File: config.mk
export PLATFORM = sky130hd
export DESIGN_NAME = grid_boundary_wall_extractor
export DESIGN_NICKNAME = d
export VERILOG_FILES = /design/src/hw/rtl/gbwe_pkg.sv /design/src/hw/rtl/grid_boundary_wall_extractor.sv /design/src/hw/rtl/gbwe_ram.sv
export SDC_FILE = /design/constraint.sdc
export NUM_CORES = 1
export LEC_CHECK = 0
export ABC_CLOCK_PERIOD_IN_PS = 8050
export BUFFER_PORTS_ARGS = -buffer_cell sky130_fd_sc_hd__buf_2
export CELL_PAD_IN_SITES_DETAIL_PLACEMENT = 0
export CELL_PAD_IN_SITES_GLOBAL_PLACEMENT = 1
export CORE_ASPECT_RATIO = 1.2
export CORE_MARGIN = 3
export CORE_UTILIZATION = 53
export CTS_BUF_LIST = sky130_fd_sc_hd__clkbuf_4 sky130_fd_sc_hd__clkbuf_8
export DETAILED_ROUTE_END_ITERATION = 8
export PLACE_DENSITY = 0.83
export SLEW_MARGIN = 20
export SYNTH_ARGS = -nofsm -noshare
export SYNTH_HDL_FRONTEND = slang
export SYNTH_SLANG_ARGS = --single-unit
File: constraint.sdc
create_clock -name clk_i -period 8.05 [get_ports clk_i]
set_clock_uncertainty 0.05 [all_clocks]
set_input_delay 1.61 -clock clk_i [delete_from_list [all_inputs] [get_ports clk_i]]
set_output_delay 1.61 -clock clk_i [all_outputs]
set_load 0.005 [all_outputs]
File: src/hw/rtl/gbwe_pkg.sv
// ----------------------------------------------------------------------------
// gbwe_pkg
// Shared types and constants of the grid boundary wall extractor.
// ----------------------------------------------------------------------------
package gbwe_pkg;

  localparam int MaxHeight = 256;
  localparam int MaxWidth  = 256;

  localparam int CfgW     = 9;   // width of each size register
  localparam int CfgIdxW  = 1;   // two registers
  localparam int CoordW   = 9;   // width of a wall coordinate on the port

  localparam logic [CfgIdxW-1:0] RegGridWidth  = 1'b0;
  localparam logic [CfgIdxW-1:0] RegGridHeight = 1'b1;

  localparam logic OpCell  = 1'b0;
  localparam logic OpFlush = 1'b1;

  typedef enum logic [1:0] {
    SideNorth = 2'd0,
    SideSouth = 2'd1,
    SideWest  = 2'd2,
    SideEast  = 2'd3
  } side_e;

  typedef struct packed {
    logic opcode;
    logic occupied;
  } in_t;

  typedef struct packed {
    logic [CoordW-1:0] start_x;
    logic [CoordW-1:0] start_y;
    logic [CoordW-1:0] end_x;
    logic [CoordW-1:0] end_y;
    side_e             side;
    logic              last_of_cell;
  } out_t;

endpackage

File: src/hw/rtl/grid_boundary_wall_extractor.sv
// ----------------------------------------------------------------------------
// grid_boundary_wall_extractor
// Emits the unit wall segments around occupied cells of a column-major grid.
// ----------------------------------------------------------------------------
// Path: an item passes the stage-1 register and the column store read, then
//   the wall sequencer register, before its first wall shows on out_valid_o.
// Throughput: one item per cycle while items yield at most one wall and
//   out_ready_i is high; an item with more walls holds the input while they drain, set by the single result port.
// Reset: control state clears at once; the column store is not cleared and
//   needs no sweep, so in_ready_o is high straight out of reset.
// ----------------------------------------------------------------------------
module grid_boundary_wall_extractor
  import gbwe_pkg::*;
#(
  parameter int MAX_HEIGHT = MaxHeight,
  parameter int MAX_WIDTH  = MaxWidth
) (
  input  logic               clk_i,
  input  logic               rst_ni,
  // configuration writes
  input  logic               cfg_we_i,
  input  logic [CfgIdxW-1:0] cfg_idx_i,
  input  logic [CfgW-1:0]    cfg_wdata_i,
  // cell and flush items
  input  logic               in_valid_i,
  output logic               in_ready_o,
  input  in_t                in_data_i,
  // wall segments
  output logic               out_valid_o,
  input  logic               out_ready_i,
  output out_t               out_data_o
);

  // Widths derived from the grid limits
  localparam int YA  = $clog2(MAX_HEIGHT);      // row address into one column
  localparam int CXW = $clog2(MAX_WIDTH + 1);   // column coordinate, holds width
  localparam int CYW = $clog2(MAX_HEIGHT + 1);  // row coordinate, holds height
  localparam int EXW = (CXW > CfgW) ? CXW : CfgW;
  localparam int EYW = (CYW > CfgW) ? CYW : CfgW;

  // Item waiting for its column store reads
  typedef struct packed {
    logic [CXW-1:0] x;       // column being finished
    logic [CYW-1:0] y;       // row being finished
    logic           first;   // occupancy of (x,0)
    logic           s_edge;  // south neighbour off grid
    logic           e_edge;  // east neighbour off grid
    logic           east;    // east neighbour occupancy
  } fin_t;

  // --------------------------------------------------------------------------
  // Configuration registers and effective grid size
  // --------------------------------------------------------------------------
  logic [CfgW-1:0] cfg_w_q, cfg_h_q;

  always_ff @(posedge clk_i or negedge rst_ni) begin
    if (!rst_ni) begin
      cfg_w_q <= CfgW'(16);
      cfg_h_q <= CfgW'(16);
    end else if (cfg_we_i) begin
      unique case (cfg_idx_i)
        RegGridWidth:  cfg_w_q <= cfg_wdata_i;
        RegGridHeight: cfg_h_q <= cfg_wdata_i;
        default: ;
      endcase
    end
  end

  logic [EXW-1:0] w_ext;
  logic [EYW-1:0] h_ext;
  logic [CXW-1:0] w_eff;
  logic [CYW-1:0] h_eff;

  // Clamp sizes: zero acts as one, oversize acts as the limit
  always_comb begin
    w_ext = EXW'(cfg_w_q);
    h_ext = EYW'(cfg_h_q);
    if (w_ext == '0) begin
      w_eff = CXW'(1);
    end else if (w_ext > EXW'(MAX_WIDTH)) begin
      w_eff = CXW'(MAX_WIDTH);
    end else begin
      w_eff = CXW'(w_ext);
    end
    if (h_ext == '0) begin
      h_eff = CYW'(1);
    end else if (h_ext > EYW'(MAX_HEIGHT)) begin
      h_eff = CYW'(MAX_HEIGHT);
    end else begin
      h_eff = CYW'(h_ext);
    end
  end

  // --------------------------------------------------------------------------
  // Traversal state (stage 0)
  // --------------------------------------------------------------------------
  logic [CXW-1:0] col_q, col_d;
  logic [CYW-1:0] row_q, row_d;
  logic [CYW-1:0] frow_q, frow_d;
  logic           await_q, await_d;
  logic           first_q, first_d;

  logic           in_acc;
  logic           fin_go;
  fin_t           fin;
  logic           wr_en;
  logic           wr_bank;
  logic [CXW-1:0] c_sel;
  logic [CYW-1:0] r_sel;
  logic [CYW-1:0] y_p1;

  logic           s1_valid_q;
  fin_t           s1_q;
  logic           s1_adv;
  logic           seq_free;

  assign in_ready_o = !s1_valid_q || seq_free;
  assign in_acc     = in_valid_i && in_ready_o;

  // A cell item out of range restarts the traversal at the origin
  assign c_sel = (col_q >= w_eff || row_q >= h_eff) ? '0 : col_q;
  assign r_sel = (col_q >= w_eff || row_q >= h_eff) ? '0 : row_q;

  always_comb begin
    col_d   = col_q;
    row_d   = row_q;
    frow_d  = frow_q;
    await_d = await_q;
    first_d = first_q;
    fin_go  = 1'b0;
    wr_en   = 1'b0;
    wr_bank = c_sel[0];
    fin     = '0;
    fin.first = first_q;

    if (cfg_we_i) begin
      // any register write restarts the traversal
      col_d   = '0;
      row_d   = '0;
      frow_d  = '0;
      await_d = 1'b0;
    end else if (in_acc) begin
      if (in_data_i.opcode == OpFlush) begin
        if (await_q) begin
          if (frow_q >= h_eff) begin
            col_d   = '0;
            row_d   = '0;
            frow_d  = '0;
            await_d = 1'b0;
          end else begin
            fin_go   = 1'b1;
            fin.x    = w_eff - CXW'(1);
            fin.y    = frow_q;
            fin.east = 1'b0;
            if (frow_q + CYW'(1) >= h_eff) begin
              col_d   = '0;
              row_d   = '0;
              frow_d  = '0;
              await_d = 1'b0;
            end else begin
              frow_d = frow_q + CYW'(1);
            end
          end
        end
      end else if (!await_q) begin
        // finish the cell to the west, store this one
        fin_go   = (c_sel != '0);
        fin.x    = c_sel - CXW'(1);
        fin.y    = r_sel;
        fin.east = in_data_i.occupied;
        wr_en    = 1'b1;
        if (r_sel == '0) begin
          first_d = in_data_i.occupied;
        end
        col_d = c_sel;
        if (r_sel + CYW'(1) >= h_eff) begin
          row_d = '0;
          if (c_sel + CXW'(1) >= w_eff) begin
            await_d = 1'b1;
            frow_d  = '0;
          end else begin
            col_d = c_sel + CXW'(1);
          end
        end else begin
          row_d = r_sel + CYW'(1);
        end
      end
    end
    fin.s_edge = (fin.y + CYW'(1) >= h_eff);
    fin.e_edge = (fin.x + CXW'(1) >= w_eff);
  end

  always_ff @(posedge clk_i or negedge rst_ni) begin
    if (!rst_ni) begin
      col_q   <= '0;
      row_q   <= '0;
      frow_q  <= '0;
      await_q <= 1'b0;
      first_q <= 1'b0;
    end else begin
      col_q   <= col_d;
      row_q   <= row_d;
      frow_q  <= frow_d;
      await_q <= await_d;
      first_q <= first_d;
    end
  end

  // --------------------------------------------------------------------------
  // Column store: even columns in bank 0, odd columns in bank 1.
  // The finished column's bank serves the south neighbour (row y+1); the
  // other bank serves the west neighbour (row y) and takes the new cell at
  // the same row in the same cycle, read-first, so the old column is seen.
  // --------------------------------------------------------------------------
  logic          ram_we    [2];
  logic [YA-1:0] ram_raddr [2];
  logic          ram_rdata [2];

  assign y_p1 = fin.y + CYW'(1);

  for (genvar b = 0; b < 2; b++) begin : g_bank
    assign ram_we[b]    = wr_en && (wr_bank == 1'(b));
    assign ram_raddr[b] = (fin.x[0] == 1'(b)) ? y_p1[YA-1:0] : fin.y[YA-1:0];

    gbwe_ram #(
      .Width (1),
      .Depth (MAX_HEIGHT)
    ) u_ram (
      .clk_i   (clk_i),
      .we_i    (ram_we[b]),
      .waddr_i (r_sel[YA-1:0]),
      .wdata_i (in_data_i.occupied),
      .re_i    (fin_go),
      .raddr_i (ram_raddr[b]),
      .rdata_o (ram_rdata[b])
    );
  end

  // --------------------------------------------------------------------------
  // Stage 1: read data back, build the wall mask
  // --------------------------------------------------------------------------
  logic       cen_q;     // center of the last finished cell (north of next)
  logic       sth_q;     // south read of the last finished cell (next center)
  logic       s1_cen, s1_sth, s1_west;
  logic [3:0] s1_mask;

  assign s1_adv = s1_valid_q && seq_free;

  always_comb begin
    s1_sth  = ram_rdata[s1_q.x[0]];
    s1_west = ram_rdata[~s1_q.x[0]];
    s1_cen  = (s1_q.y == '0) ? s1_q.first : sth_q;
    s1_mask = '0;
    if (s1_cen) begin
      s1_mask[SideNorth] = (s1_q.y == '0) || !cen_q;
      s1_mask[SideSouth] = s1_q.s_edge || !s1_sth;
      s1_mask[SideWest]  = (s1_q.x == '0) || !s1_west;
      s1_mask[SideEast]  = s1_q.e_edge || !s1_q.east;
    end
  end

  always_ff @(posedge clk_i or negedge rst_ni) begin
    if (!rst_ni) begin
      s1_valid_q <= 1'b0;
    end else if (fin_go) begin
      s1_valid_q <= 1'b1;
    end else if (s1_adv) begin
      s1_valid_q <= 1'b0;
    end
  end

  always_ff @(posedge clk_i) begin
    if (fin_go) begin
      s1_q <= fin;
    end
    if (s1_adv) begin
      cen_q <= s1_cen;
      sth_q <= s1_sth;
    end
  end

  // --------------------------------------------------------------------------
  // Wall sequencer: drain the mask one wall per output transaction
  // --------------------------------------------------------------------------
  logic [3:0]     seq_mask_q, seq_mask_d;
  logic [CXW-1:0] seq_x_q;
  logic [CYW-1:0] seq_y_q;
  logic [3:0]     low_bit;
  logic           seq_last;
  side_e          seq_side;
  logic [CXW-1:0] x_p1;
  logic [CYW-1:0] sy_p1;

  assign out_valid_o = (seq_mask_q != '0);
  assign low_bit     = seq_mask_q & (~seq_mask_q + 4'd1);
  assign seq_last    = ((seq_mask_q & ~low_bit) == '0);
  assign seq_free    = !out_valid_o || (out_ready_i && seq_last);

  always_comb begin
    if (seq_mask_q[SideNorth]) begin
      seq_side = SideNorth;
    end else if (seq_mask_q[SideSouth]) begin
      seq_side = SideSouth;
    end else if (seq_mask_q[SideWest]) begin
      seq_side = SideWest;
    end else begin
      seq_side = SideEast;
    end
  end

  always_comb begin
    seq_mask_d = seq_mask_q;
    if (s1_adv) begin
      seq_mask_d = s1_mask;
    end else if (out_valid_o && out_ready_i) begin
      seq_mask_d = seq_mask_q & ~low_bit;
    end
  end

  always_ff @(posedge clk_i or negedge rst_ni) begin
    if (!rst_ni) begin
      seq_mask_q <= '0;
    end else begin
      seq_mask_q <= seq_mask_d;
    end
  end

  always_ff @(posedge clk_i) begin
    if (s1_adv) begin
      seq_x_q <= s1_q.x;
      seq_y_q <= s1_q.y;
    end
  end

  assign x_p1  = seq_x_q + CXW'(1);
  assign sy_p1 = seq_y_q + CYW'(1);

  // Corner coordinates of the current wall
  always_comb begin
    out_data_o.side         = seq_side;
    out_data_o.last_of_cell = seq_last;
    unique case (seq_side)
      SideSouth: begin
        out_data_o.start_x = CoordW'(seq_x_q);
        out_data_o.start_y = CoordW'(sy_p1);
        out_data_o.end_x   = CoordW'(x_p1);
        out_data_o.end_y   = CoordW'(sy_p1);
      end
      SideWest: begin
        out_data_o.start_x = CoordW'(seq_x_q);
        out_data_o.start_y = CoordW'(seq_y_q);
        out_data_o.end_x   = CoordW'(seq_x_q);
        out_data_o.end_y   = CoordW'(sy_p1);
      end
      SideEast: begin
        out_data_o.start_x = CoordW'(x_p1);
        out_data_o.start_y = CoordW'(seq_y_q);
        out_data_o.end_x   = CoordW'(x_p1);
        out_data_o.end_y   = CoordW'(sy_p1);
      end
      default: begin
        out_data_o.start_x = CoordW'(seq_x_q);
        out_data_o.start_y = CoordW'(seq_y_q);
        out_data_o.end_x   = CoordW'(x_p1);
        out_data_o.end_y   = CoordW'(seq_y_q);
      end
    endcase
  end

endmodule

File: src/hw/rtl/gbwe_ram.sv
// ----------------------------------------------------------------------------
// gbwe_ram
// Generic single-write, single-read RAM with registered read (read-first).
// ----------------------------------------------------------------------------
module gbwe_ram #(
  parameter int Width = 1,
  parameter int Depth = 256
) (
  input  logic                     clk_i,
  input  logic                     we_i,
  input  logic [$clog2(Depth)-1:0] waddr_i,
  input  logic [Width-1:0]         wdata_i,
  input  logic                     re_i,
  input  logic [$clog2(Depth)-1:0] raddr_i,
  output logic [Width-1:0]         rdata_o
);

  logic [Width-1:0] mem_q [Depth];
  logic [Width-1:0] rdata_q;

  always_ff @(posedge clk_i) begin
    if (we_i) begin
      mem_q[waddr_i] <= wdata_i;
    end
  end

  // hold old data on a same-address write
  always_ff @(posedge clk_i) begin
    if (re_i) begin
      rdata_q <= mem_q[raddr_i];
    end
  end

  assign rdata_o = rdata_q;

endmodule

== After elaboration in Yosys (flattened, before gate mapping) ==
Memories as Yosys holds them, arrays and structs flattened. A register that Yosys moved wholly into a read port is not among the register bits.
Index checks and enable logic that the tools add are counted.

* Flip-flop bits (word level): 94
* Bits in latches: 0
* RAM bits: 512
* ROM bits: 0
* Bits of input ports: 17
* Output and inout port bits: 41
* Memories kept: 2

{| class="wikitable"
|+ Memories
! name !! words !! width !! rd ports !! clocked after Yosys merged registers in !! wr ports !! line !! text
|-
| g_bank[0].u_ram.mem_q || 256 || 1 || 1 || 1 || 1 || gbwe_ram.sv:18 || <nowiki>logic [Width-1:0] mem_q [Depth];</nowiki>
|-
| g_bank[1].u_ram.mem_q || 256 || 1 || 1 || 1 || 1 || gbwe_ram.sv:18 ||
|}

* Add/sub/neg operators: 10
* Multiply operators: 0
* Divide/modulo/power cells: 0
* Order comparisons: 12
* Equal/unequal tests: 6
* Shifts and indexed selects: 0
* Multiplexer cells: 76
* Bitwise logic cells: 13
* Reduce and logical (&&, ||, !) cells: 38

{| class="wikitable"
|+ Operators by type and width
! operator !! count
|-
| $mux 9 || 29
|-
| $mux 18 || 6
|-
| $pmux 36 s3 || 1
|-
| $ge 9x9->1 || 8
|-
| $add 9x1->9 const B || 7
|-
| $logic_not 9->1 || 5
|-
| $mux 1 || 33
|-
| $gt 9x9->1 const B || 2
|-
| $sub 9x1->9 const B || 2
|-
| $mux 8 || 2
|-
| $mux 4 || 3
|-
| $reduce_and 5->1 || 2
|-
| $reduce_bool 9->1 || 1
|-
| $and 4x4->4 || 2
|-
| $not 4->4 || 2
|-
| $logic_or 1x1->1 || 7
|-
| $not 1->1 || 7
|-
| $logic_and 1x1->1 || 6
|-
| $logic_not 1->1 || 6
|-
| $reduce_bool 2->1 || 3
|-
| $reduce_bool 3->1 || 2
|-
| $add 4x1->4 const B || 1
|-
| $eq 2x2->1 const B || 2
|-
| $ge 2x2->1 const B || 2
|-
| other kinds (11) || 14
|}

== Depth between registers and ports, before layout ==
Gate-level depths: netlist (run 1).

* Word-level depth: 15
* Mapped depth: 29
* Depth with buffers taken out: 25

== By module ==
Synthesis (run 1) repeated with hierarchy kept, for this count alone.

* Cell total of the unflattened synthesis: 2,365
* Area total of the unflattened synthesis: 29,896.2 µm²

{| class="wikitable"
|+ Modules (own cells, without submodules)
! module !! instances !! cells an instance !! area each (µm²) !! seq. area each (µm²)
|-
| gbwe_ram || 2 || 788 || 11,138.2 || 7,717.4
|-
| grid_boundary_wall_extractor || 1 || 789 || 7,619.8 || 2,565.0
|}

== Worst setup path after synthesis (run 1) ==
No wires, ideal clock.

* Path type: reg2reg
* Start: register cfg_w_q[3]
* End: register frow_q[8]
* Setup time: 125 ps
* Arrival time: 6,384 ps
* Slack: 1,491 ps
* Cell stages (with the launch flop): 30
* Path buffers: 4
* Period minus slack after synthesis: 6,559 ps
* Cells stage by stage: dfrtp_1 -> or4_1 -> nor4_1 -> o21ai_0 -> inv_1 -> ha_1 -> nor2b_1 -> o21ai_0 -> and4_1 -> nor3_1 -> clkbuf_1 -> clkbuf_1 -> nand2_1 -> inv_1 -> ha_1 -> clkbuf_1 -> xnor2_1 -> ha_1 -> a21o_1 -> a21o_1 -> a21o_1 -> a21o_1 -> a21o_1 -> a21o_1 -> a21oi_1 -> nor2_1 -> a31oi_1 -> nor2b_1 -> clkbuf_1 -> mux2_2

* Longest elaborated chain between the ends: 10

{| class="wikitable"
|+ Ends and longest elaborated chain
! item !! line !! text
|-
| start: declaration || grid_boundary_wall_extractor.sv:54 || <nowiki>logic [CfgW-1:0] cfg_w_q, cfg_h_q;</nowiki>
|-
| start signal: assignment || grid_boundary_wall_extractor.sv:58 || <nowiki>cfg_w_q <= CfgW'(16);</nowiki>
|-
| start signal: assignment || grid_boundary_wall_extractor.sv:62 || <nowiki>RegGridWidth: cfg_w_q <= cfg_wdata_i;</nowiki>
|-
| $gt 9x9->1 || grid_boundary_wall_extractor.sv:80 || <nowiki>end else if (w_ext > EXW'(MAX_WIDTH)) begin</nowiki>
|-
| $mux 9 || grid_boundary_wall_extractor.sv:80 ||
|-
| $mux 9 (*) || grid_boundary_wall_extractor.sv:78 || <nowiki>if (w_ext == '0) begin</nowiki>
|-
| $ge 9x9->1 || grid_boundary_wall_extractor.sv:121, grid_boundary_wall_extractor.sv:122 ||
|-
| $logic_or 1x1->1 || grid_boundary_wall_extractor.sv:121, grid_boundary_wall_extractor.sv:122 ||
|-
| $mux 9, on equally long branches || grid_boundary_wall_extractor.sv:121, grid_boundary_wall_extractor.sv:122 ||
|-
| $add 9x1->9, on equally long branches || grid_boundary_wall_extractor.sv:178, grid_boundary_wall_extractor.sv:176 ||
|-
| $ge 9x9->1, on equally long branches || grid_boundary_wall_extractor.sv:178, grid_boundary_wall_extractor.sv:176 ||
|-
| $reduce_bool 3->1 (no line) || - ||
|-
| $reduce_and 5->1 (no line) (*) || - ||
|-
| end signal: assignment || grid_boundary_wall_extractor.sv:203 || <nowiki>frow_q <= frow_d;</nowiki>
|-
| end: declaration || grid_boundary_wall_extractor.sv:99 || <nowiki>logic [CYW-1:0] frow_q, frow_d;</nowiki>
|}

Mark *: on every way between the ends. The rest lies on a longest branch, timed or not.
A chain may end at the register's enable or synchronous reset.

== Worst setup path after layout (run 1) ==
Ends and elaborated chain as after synthesis.

==> results.md, run 1 <==
* Chip width at between 200 and 250 um
* DRC viols at 0
* Area growth syn-to-layout at 9.507%
* Slew at the pin with the worst max-slew slack at 1.275 ns
* CP Launch Type: flip-flop
* Drt first pass iters at 9
* Flops & latches, synth at 608
* Worst-path clk slew at 0.06 ns
* Post-DRT Antenna Nets at 0
* Avg Inst Size Synth at 10.76 um2
* Ys Warns at 0
* Multi-input logic area at 11,170 um2
* Boundary pin count at 58
* Most frequent cell after synthesis: nor2_1
* Via count at 22,750
* Max Clock Freq at 135.2 MHz
* Rows at 94
* Layout cell share with drive strength beyond 1 at 0.1153
* Crit path capture: frow_q[8]
* Placer Congestion at between 0.8 and 0.9
* CTS buffer count at 98
* Worst EP arrival at 7.94 ns
* Wire per inst at 24.17 um
* Fillers at 4,647
* Total global routing overflow at 0
* R2r setup slk at approximately 0.65 ns
* Total setup buffers inserted after CTS at 0
* CP Launch Point: cfg_w_q[3]
* Pwr/cell area at 200.7 nW/um2
* Die area at 59,490 um2
* Pin count of the biggest net entering global routing at 283
* Clock Path Buffers at 3
* Yosys top cell by area: edfxtp_1
* Worst Setup End Kind: flip-flop
* Half-perimeter wire length after placement at 53.54 mm
* Final min period at approximately 7.4 ns
* Routed vias/inst at 6.334
* Peak VDD IR at 0.1449 mV
* Final Setup Violations at 0
* Skew-Pair Late Insertion Delay at 0.72 ns
* Post-synth EDFFs at 556
* Post-cts sizing count at 0
* Hold path start: s1_q[18]
* RSZ-0062 raised after global routing: no
* Core box area at 55,400 um2
* Slew Limit Headroom at 0.1501
* CTS Root Cell: clkbuf_8
* Slew Limit Fails at 0
* CP max FO at 10
* Placed Area at just over 30,000 um2
* Register area at 18,000 um2
* Post-synth net total at 2,891
* Register area share after synthesis at 0.6001
* Final Hold Vio Count at 0
* Starting DRT DRC Count at between 3,000 and 4,000
* Cell Area, Synth at 29,990 um2
* Die Y at ~270 um
* Worst R2R End: frow_q[8]
* Yosys top cell area share at 0.5566
* Share of synthesized registers carrying an async set or reset at 0.08553
* Wire length after detailed routing at just under 90 mm
* Synth top cells by count: nor2_1 (636), edfxtp_1 (556), nand2_1 (371)
* CP required at 8.59 ns
* Vias in the first global route at 21,828
* Main area contributors after synthesis: edfxtp_1 (56%), nor2_1 (8.0%), nand2_1 (4.6%)
* Max-Cap Viols at 0
* CTS tree: yes
* Initial Utilization at 0.5414
* CTS Hold Bufs at 0
* Reg2Reg Depth at 25
* Status: finished clean
* Tcrit/Tclk final at 0.9189
* Leak pwr at ~11 nW
* Reg2reg start: cfg_w_q[3]
* Critical path class: flip-flop to flip-flop
* # nets final at 2,899
* Tot GR Track Use at 0.2870
* CTS Sinks at 608
* Initial antenna violation count at 2
* Hold crit path type: flip-flop to flip-flop
* Post-synth cell types at 84
* First-pass GRT wire length at 131.1 mm
* Cell area after layout at 32,850 um2
* Post-synth top flop: edfxtp_1
* Final setup TNS at 0 ns
* I/O Buffers at 57
* Cells after Synth at approximately 2,800
* Number of H-tree levels at 3
per-stage QoR:
step	cells	setup slack (ns)	power, mW	hold WS [ns]	utilization
after floorplan	2788	1.491	3.837	0.3669	-
after global placement	3416	1.077	4.028	0.3793	0.5587
after detailed placement	3416	0.8354	4.035	0.3794	0.5587
after CTS	3591	0.7712	6.622	0.3927	0.5929
after global routing	3592	0.1299	6.804	0.4019	0.5929
final	3592	0.6530	6.593	0.3908	0.5929
critical path: stages, from the launching register on:
cell	delay [ns]
dfrtp_1	0.42
or4_1	0.61
nor4_1	0.18
o21ai_0	0.29
inv_1	0.22
ha_1	0.25
nor2b_1	0.14
o21ai_0	0.17
and4_1	0.31
nor3_2	0.46
nand2_1	0.21
inv_1	0.15
ha_1	0.43
xnor2_1	0.16
ha_1	0.32
a21o_1	0.16
a21o_1	0.17
a21o_1	0.17
a21o_1	0.17
a21o_1	0.17
a21o_1	0.18
a21oi_1	0.33
nor2_1	0.10
a31oi_1	0.58
nor2b_1	0.51
mux2_2	0.39
worst min-delay path by stage:
stage	depth (start not counted)	slack, ns	to
4_1_cts	0	0.39	seq_x_q[5]
6_report	0	0.39	seq_x_q[5]
3_3_place_gp	0	0.38	seq_x_q[4]
5_1_grt	0	0.40	s1_q[3]
3_5_place_dp	0	0.38	seq_x_q[5]
2_1_floorplan	0	0.37	seq_x_q[5]
layer usage:
metal / routed length (um) / GRT usage
met1: 33920 / 0.3821
met2: 41740 / 0.4759
met3: 7472 / 0.03773
met4: 3684 / 0.1262
met5: 0 / 0
where the power goes:
| group | switching (mW) | leakage, nW | internal, mW |
|---|---|---|---|
| sequential | 0.0207 | 5.65 | 3.46 |
| combinational | 0.340 | 4.42 | 0.156 |
| clock | 1.24 | 0.994 | 1.38 |
kinds of logic (layout without fill, tap and decap cells):
| logic type | after synthesis | count (layout) | synth area share |
|---|---|---|---|
| compound gates | 490 | 490 | 0.1173 |
| xor+xnor | 83 | 83 | 0.02449 |
| fa+ha+maj | 87 | 87 | 0.03621 |
| buf+inv | 237 | 320 | 0.03112 |
| flops | 608 | 608 | 0.6001 |
| mux | 52 | 52 | 0.01856 |
| other cells | 0 | 1 | 0 |
| simple gates | 1231 | 1231 | 0.1722 |
cell type report:
| type | instances | share of cell area |
|---|---|---|
| timing repair buffer | 112 | 0.02308 |
| antenna | 1 | 0.00007619 |
| clock inverter | 43 | 0.008266 |
| multi-input combinational | 1943 | 0.3399 |
| tap | 720 | 0.02743 |
| clock buffer | 132 | 0.04941 |
| inverter | 33 | 0.003771 |
| sequential | 608 | 0.5480 |
state kept, by name, indices dropped and copies added, names as in the netlist:
signal	cells
row_q	9
frow_q	9
first_q	1
seq_mask_q	4
sth_q	1
cfg_w_q	9
g_bank.u_ram.rdata_o	2
seq_x_q	9
await_q	1
cfg_h_q	9
col_q	9
seq_y_q	9
s1_q	22
s1_valid_q	1
cen_q	1
g_bank.u_ram.mem_q	512
cells in the final DEF (no fill, tap or decap), drive strengths merged, types with 25 or more instances in the layout:
cell type,count
nor2,636
edfxtp,556
nand2,371
clkbuf,132
buf,112
o22ai,92
ha,86
a311oi,68
a21oi,58
nand3,54
o21ai,51
dfrtp,50
xnor2,50
a31oi,42
inv,35
clkinv,35
xor2,33
mux2,29
a211oi,28
a21o,25
Power figures use the tool's default switching activity.
==> inputs of run 2 (changes only) <==
--- a/config.mk
+++ b/config.mk
@@ -11,11 +11,12 @@
 export CELL_PAD_IN_SITES_GLOBAL_PLACEMENT = 1
 export CORE_ASPECT_RATIO = 1.2
 export CORE_MARGIN = 3
-export CORE_UTILIZATION = 53
+export CORE_UTILIZATION = 54
 export CTS_BUF_LIST = sky130_fd_sc_hd__clkbuf_4 sky130_fd_sc_hd__clkbuf_8
 export DETAILED_ROUTE_END_ITERATION = 8
-export PLACE_DENSITY = 0.83
+export PLACE_DENSITY = 0.82
 export SLEW_MARGIN = 20
 export SYNTH_ARGS = -nofsm -noshare
 export SYNTH_HDL_FRONTEND = slang
+export SYNTH_HIERARCHICAL = 1
 export SYNTH_SLANG_ARGS = --single-unit
==> run 2 against run 1 <==
Via count down 14%. Die area shrank 2.1%. Core utilization grew 1.2 points. Synthesized area is 0.33% lower. Clock-buffer cell count fell by 8. Clock power increased by 9.6%. Synthesized cell count fell by 15%. Critical path depth is 4 lower. Largest cell class unchanged. Largest power group unchanged.
==> results.md, run 2 <==
* Slew at the pin with the worst max-slew slack at 1.161 ns (was 1.275 ns)
* Drt first pass iters at 6 (was 9)
* Most frequent cell after synthesis: nor2_1 (unchanged)
* Top cell family by delay on the critical path: compound AO/OA/AOI/OAI gates (was simple AND/OR/NAND/NOR gates)
* Vias in the first global route at 19,500 (was 21,828)
* Post-DRT Antenna Nets at 0 (unchanged)
* Critical path class: flip-flop to flip-flop (unchanged)
* Yosys top cell area share at 0.5585 (was 0.5566)
* Commonest cells after routing, fill and taps aside: nor2_1 (595), edfxtp_1 (556), nand2_1 (122) (was nor2_1 (636), edfxtp_1 (556), nand2_1 (369))
* Cell Area, Synth at 29,900 um2 (was 29,990 um2)
* Register area share after synthesis at 0.6021 (was 0.6001)
* Placer Congestion at 0.8556 (was 0.8995)
* CP Launch Type: flip-flop (unchanged)
* Cell area after layout at 32,810 um2 (was 32,850 um2)
* Clock Path Buffers at 3 (unchanged)
* Number of flip-flops in the largest register at 512 (unchanged)
* Cell repeated most along the worst path: a22oi_1 (was a21o_1)
* Multi-input logic area at 11,110 um2 (was 11,170 um2)
* Post-synth top flop: edfxtp_1 (unchanged)
* Die area at 58,230 um2 (was 59,490 um2)
* CTS tree: yes (unchanged)
* Boundary pin count at 58 (unchanged)
* Post-layout util at 0.6050 (was 0.5929)
* Final Setup Violations at 0 (unchanged)
* Total setup buffers inserted after CTS at 0 (unchanged)
* Tcrit/Tclk final at 0.8849 (was 0.9189)
* Most common cell after layout, fill and taps aside: nor2_1 (unchanged)
* Avg Inst Size Synth at 12.64 um2 (was 10.76 um2)
* CP max FO at 17 (was 10)
* Number of H-tree levels at 3 (unchanged)
* CP max stage delay at 0.74 ns (was 0.61 ns)
* Initial Utilization at 0.5513 (was 0.5414)
* Core box area at 54,220 um2 (was 55,400 um2)
* Rows at 93 (was 94)
* Half-perimeter wire length after placement at 47.04 mm (was 53.54 mm)
* Clk pwr share at 0.423 (was 0.396)
* Pwr/cell area at 206.2 nW/um2 (was 200.7 nW/um2)
* CTS Hold Bufs at 0 (unchanged)
* CP Buf/Inv Count at 3 (was 2)
* Layout cell share with drive strength beyond 1 at 0.1616 (was 0.1153)
* CP required at 8.41 ns (was 8.59 ns)
* Wire length after detailed routing at 74.39 mm (was 86.82 mm)
* Area growth syn-to-layout at 9.730% (was 9.507%)
* # nets final at 2,514 (was 2,899)
* Wire per inst at 23.25 um (was 24.17 um)
* Starting DRT DRC Count at 1,907 (was 3,110)
* Fillers at 4,273 (was 4,647)
* Leak pwr at 10.98 nW (was 11.07 nW)
* Share of synthesized registers carrying an async set or reset at 0.08553 (unchanged)
* Final min period at 7.123 ns (was 7.397 ns)
* Pin count of the biggest net entering global routing at 257 (was 283)
* RSZ-0062 raised after global routing: no (unchanged)
* Worst-path clk slew at 0.06 ns (about the same)
* Hold crit path type: flip-flop to flip-flop (unchanged)
* Top reg by flops: g_bank.u_ram/mem_q (was g_bank.u_ram.mem_q)
* Main area contributors after synthesis: edfxtp_1 (56%), nor2_1 (7.5%), mux4_2 (6.3%) (was edfxtp_1 (56%), nor2_1 (8.0%), nand2_1 (4.6%))
* Synth top cells by count: nor2_1 (595), edfxtp_1 (556), nand2_1 (122) (was nor2_1 (636), edfxtp_1 (556), nand2_1 (371))
* Total power at 6.763 mW (was 6.593 mW)
* Top flop regs: g_bank.u_ram/mem_q (512), s1_q (22) (was g_bank.u_ram.mem_q (512), s1_q (22))
* Max-Cap Viols at 0 (unchanged)
* DRC viols at 0 (unchanged)
* Via count at 19,561 (was 22,750)
* Initial antenna violation count at 1 (was 2)
* Status: finished clean (unchanged)
* Slowest-stage cell, CP: a21oi_4 (was or4_1)
* CP cell instances: or4_1, nor4_1, o21ai_0, inv_1, ha_1, nand2b_1, a31oi_1, o21ai_1, a211o_1, nor2_2, a22oi_1, inv_1, ha_1, nor2_1, a21oi_4, buf_4, mux4_2, a22oi_1, a2111oi_0, a311oi_1, a22oi_1
* Worst EP arrival at 7.48 ns (was 7.94 ns)
* Layout Cells excl Fill at 3,200 (was 3,592)
* Switch Pwr at 1.510 mW (was 1.596 mW)
* CTS buffer count at 99 (was 98)
* Routed vias/inst at 6.113 (was 6.334)
* Worst Setup End Kind: flip-flop (unchanged)
* Sequential share of power at 0.515 (was 0.529)
* Logic pwr share at 0.062 (was 0.075)
* Chip width at 220.8 um (was 223.2 um)
* Final Hold Vio Count at 0 (unchanged)
* Register area at 18,000 um2 (unchanged)
* Inst Count DP at 3,024 (was 3,416)
* CTS Root Cell: clkbuf_8 (unchanged)
* Placed Area at 30,700 um2 (was 30,950 um2)
* Die Y at 263.8 um (was 266.6 um)
* Tot GR Track Use at 0.2544 (was 0.2870)
* Final setup TNS at 0 ns (unchanged)
* Post-cts sizing count at 0 (unchanged)
* Max Clock Freq at 140.4 MHz (was 135.2 MHz)
* Slew Limit Fails at 0 (unchanged)
* Post-synth cell types at 94 (was 84)
* I/O Buffers at 57 (unchanged)
* Ys Warns at 6 (was 0)
* Post-synth EDFFs at 556 (unchanged)
* Flops & latches, synth at 608 (unchanged)
* Pint at 5.253 mW (was 4.997 mW)
* Peak VDD IR at 0.1418 mV (was 0.1449 mV)
* Cells after Synth at 2,365 (was 2,788)
* Total global routing overflow at 0 (unchanged)
* Slew Limit Headroom at 0.2238 (was 0.1501)
* First-pass GRT wire length at 112.6 mm (was 131.1 mm)
* CTS Sinks at 608 (unchanged)
* Post-synth net total at 2,466 (was 2,891)
* Yosys top cell by area: edfxtp_1 (unchanged)
* Skew-Pair Late Insertion Delay at 0.69 ns (was 0.72 ns)
* Sw frac at 0.2233 (was 0.2421)
-- run 2: cell count changes after synthesis, sizes merged, moves of 32 or more --
cell    before  now
nor2       636  601
a311oi      68    4
clkbuf     156   94
o22ai       92   50
nand2      371  123
a31oi       42   10
mux4         0   84
mux2i       23  103
-- run 2: metal layers --
metal | wire [um] | global-route usage
met1 | 28140 | 0.3172
met2 | 37490 | 0.4278
met3 | 5540 | 0.04694
met4 | 3225 | 0.1233
met5 | 0 | 0
-- run 2: final cells by class --
cell class                      count  area share
Sequential cell                   608      0.5487
Multi-Input combinational cell   1580      0.3386
Clock buffer                      124     0.04783
Tap cell                          712     0.02716
Timing Repair Buffer               87     0.01739
Clock inverter                     51     0.01602
Inverter                           37    0.004234
Antenna cell                        1  0.00007628
-- run 2: worst register-to-register path: stages, from the launching register on --
cell,delay [ns]
dfstp_2,0.56
or4_1,0.19
nor4_1,0.06
o21ai_0,0.61
inv_1,0.23
ha_1,0.33
nand2b_1,0.10
a31oi_1,0.09
o21ai_1,0.33
a211o_1,0.57
nor2_2,0.19
a22oi_1,0.49
inv_1,0.15
ha_1,0.35
nor2_1,0.08
a21oi_4,0.74
buf_4,0.40
mux4_2,0.53
a22oi_1,0.19
a2111oi_0,0.12
a311oi_1,0.35
a22oi_1,0.15
-- run 2: cells by family after synthesis --
kind of cell | Yosys count | synth area share
and+or+nand+nor | 933 | 0.1357
buffers and inverters | 177 | 0.02812
adders and majority gates | 85 | 0.03549
DFF | 608 | 0.6021
muxes | 213 | 0.1076
AOI/OAI and AO/OA | 270 | 0.06793
xor gates and xnor gates | 79 | 0.02314
-- run 2: path summary, 6_finish.rpt --
| path | start | to | slack (ns) | cells after the start |
|---|---|---|---|---|
| max | cfg_w_q[4] | g_bank[0].u_ram/rdata_o | 0.93 | 21 |
| min | s1_q[19] | seq_x_q[6] | 0.41 | 0 |
| max reg2reg | cfg_w_q[4] | g_bank[0].u_ram/rdata_o | 0.93 | 21 |
| min reg2reg | s1_q[19] | seq_x_q[6] | 0.41 | 0 |
| max in group asynchronous | rst_ni | cfg_w_q[5] | 6.40 | 2 |
| min in group asynchronous | rst_ni | seq_mask_q[0] | 0.98 | 2 |
-- run 2: per-stage QoR --
| step | hold WS (ns) | setup slack (ns) |
|---|---|---|
| final | 0.4147 | 0.9267 |
| after global routing | 0.4223 | 0.4445 |
| after CTS | 0.4131 | 0.9454 |
| after detailed placement | 0.3930 | 0.9993 |
| after global placement | 0.3883 | 1.262 |
| after floorplan | 0.3669 | 1.977 |
-- run 2: power by group through the flow --
stage	sequential (mW)	combinational, mW	clock (mW)
2_1_floorplan	3.54	0.280	0
3_3_place_gp	3.55	0.401	0
3_5_place_dp	3.55	0.414	0
4_1_cts	3.48	0.417	2.92
5_1_grt	3.48	0.457	3.06
6_report	3.48	0.416	2.86
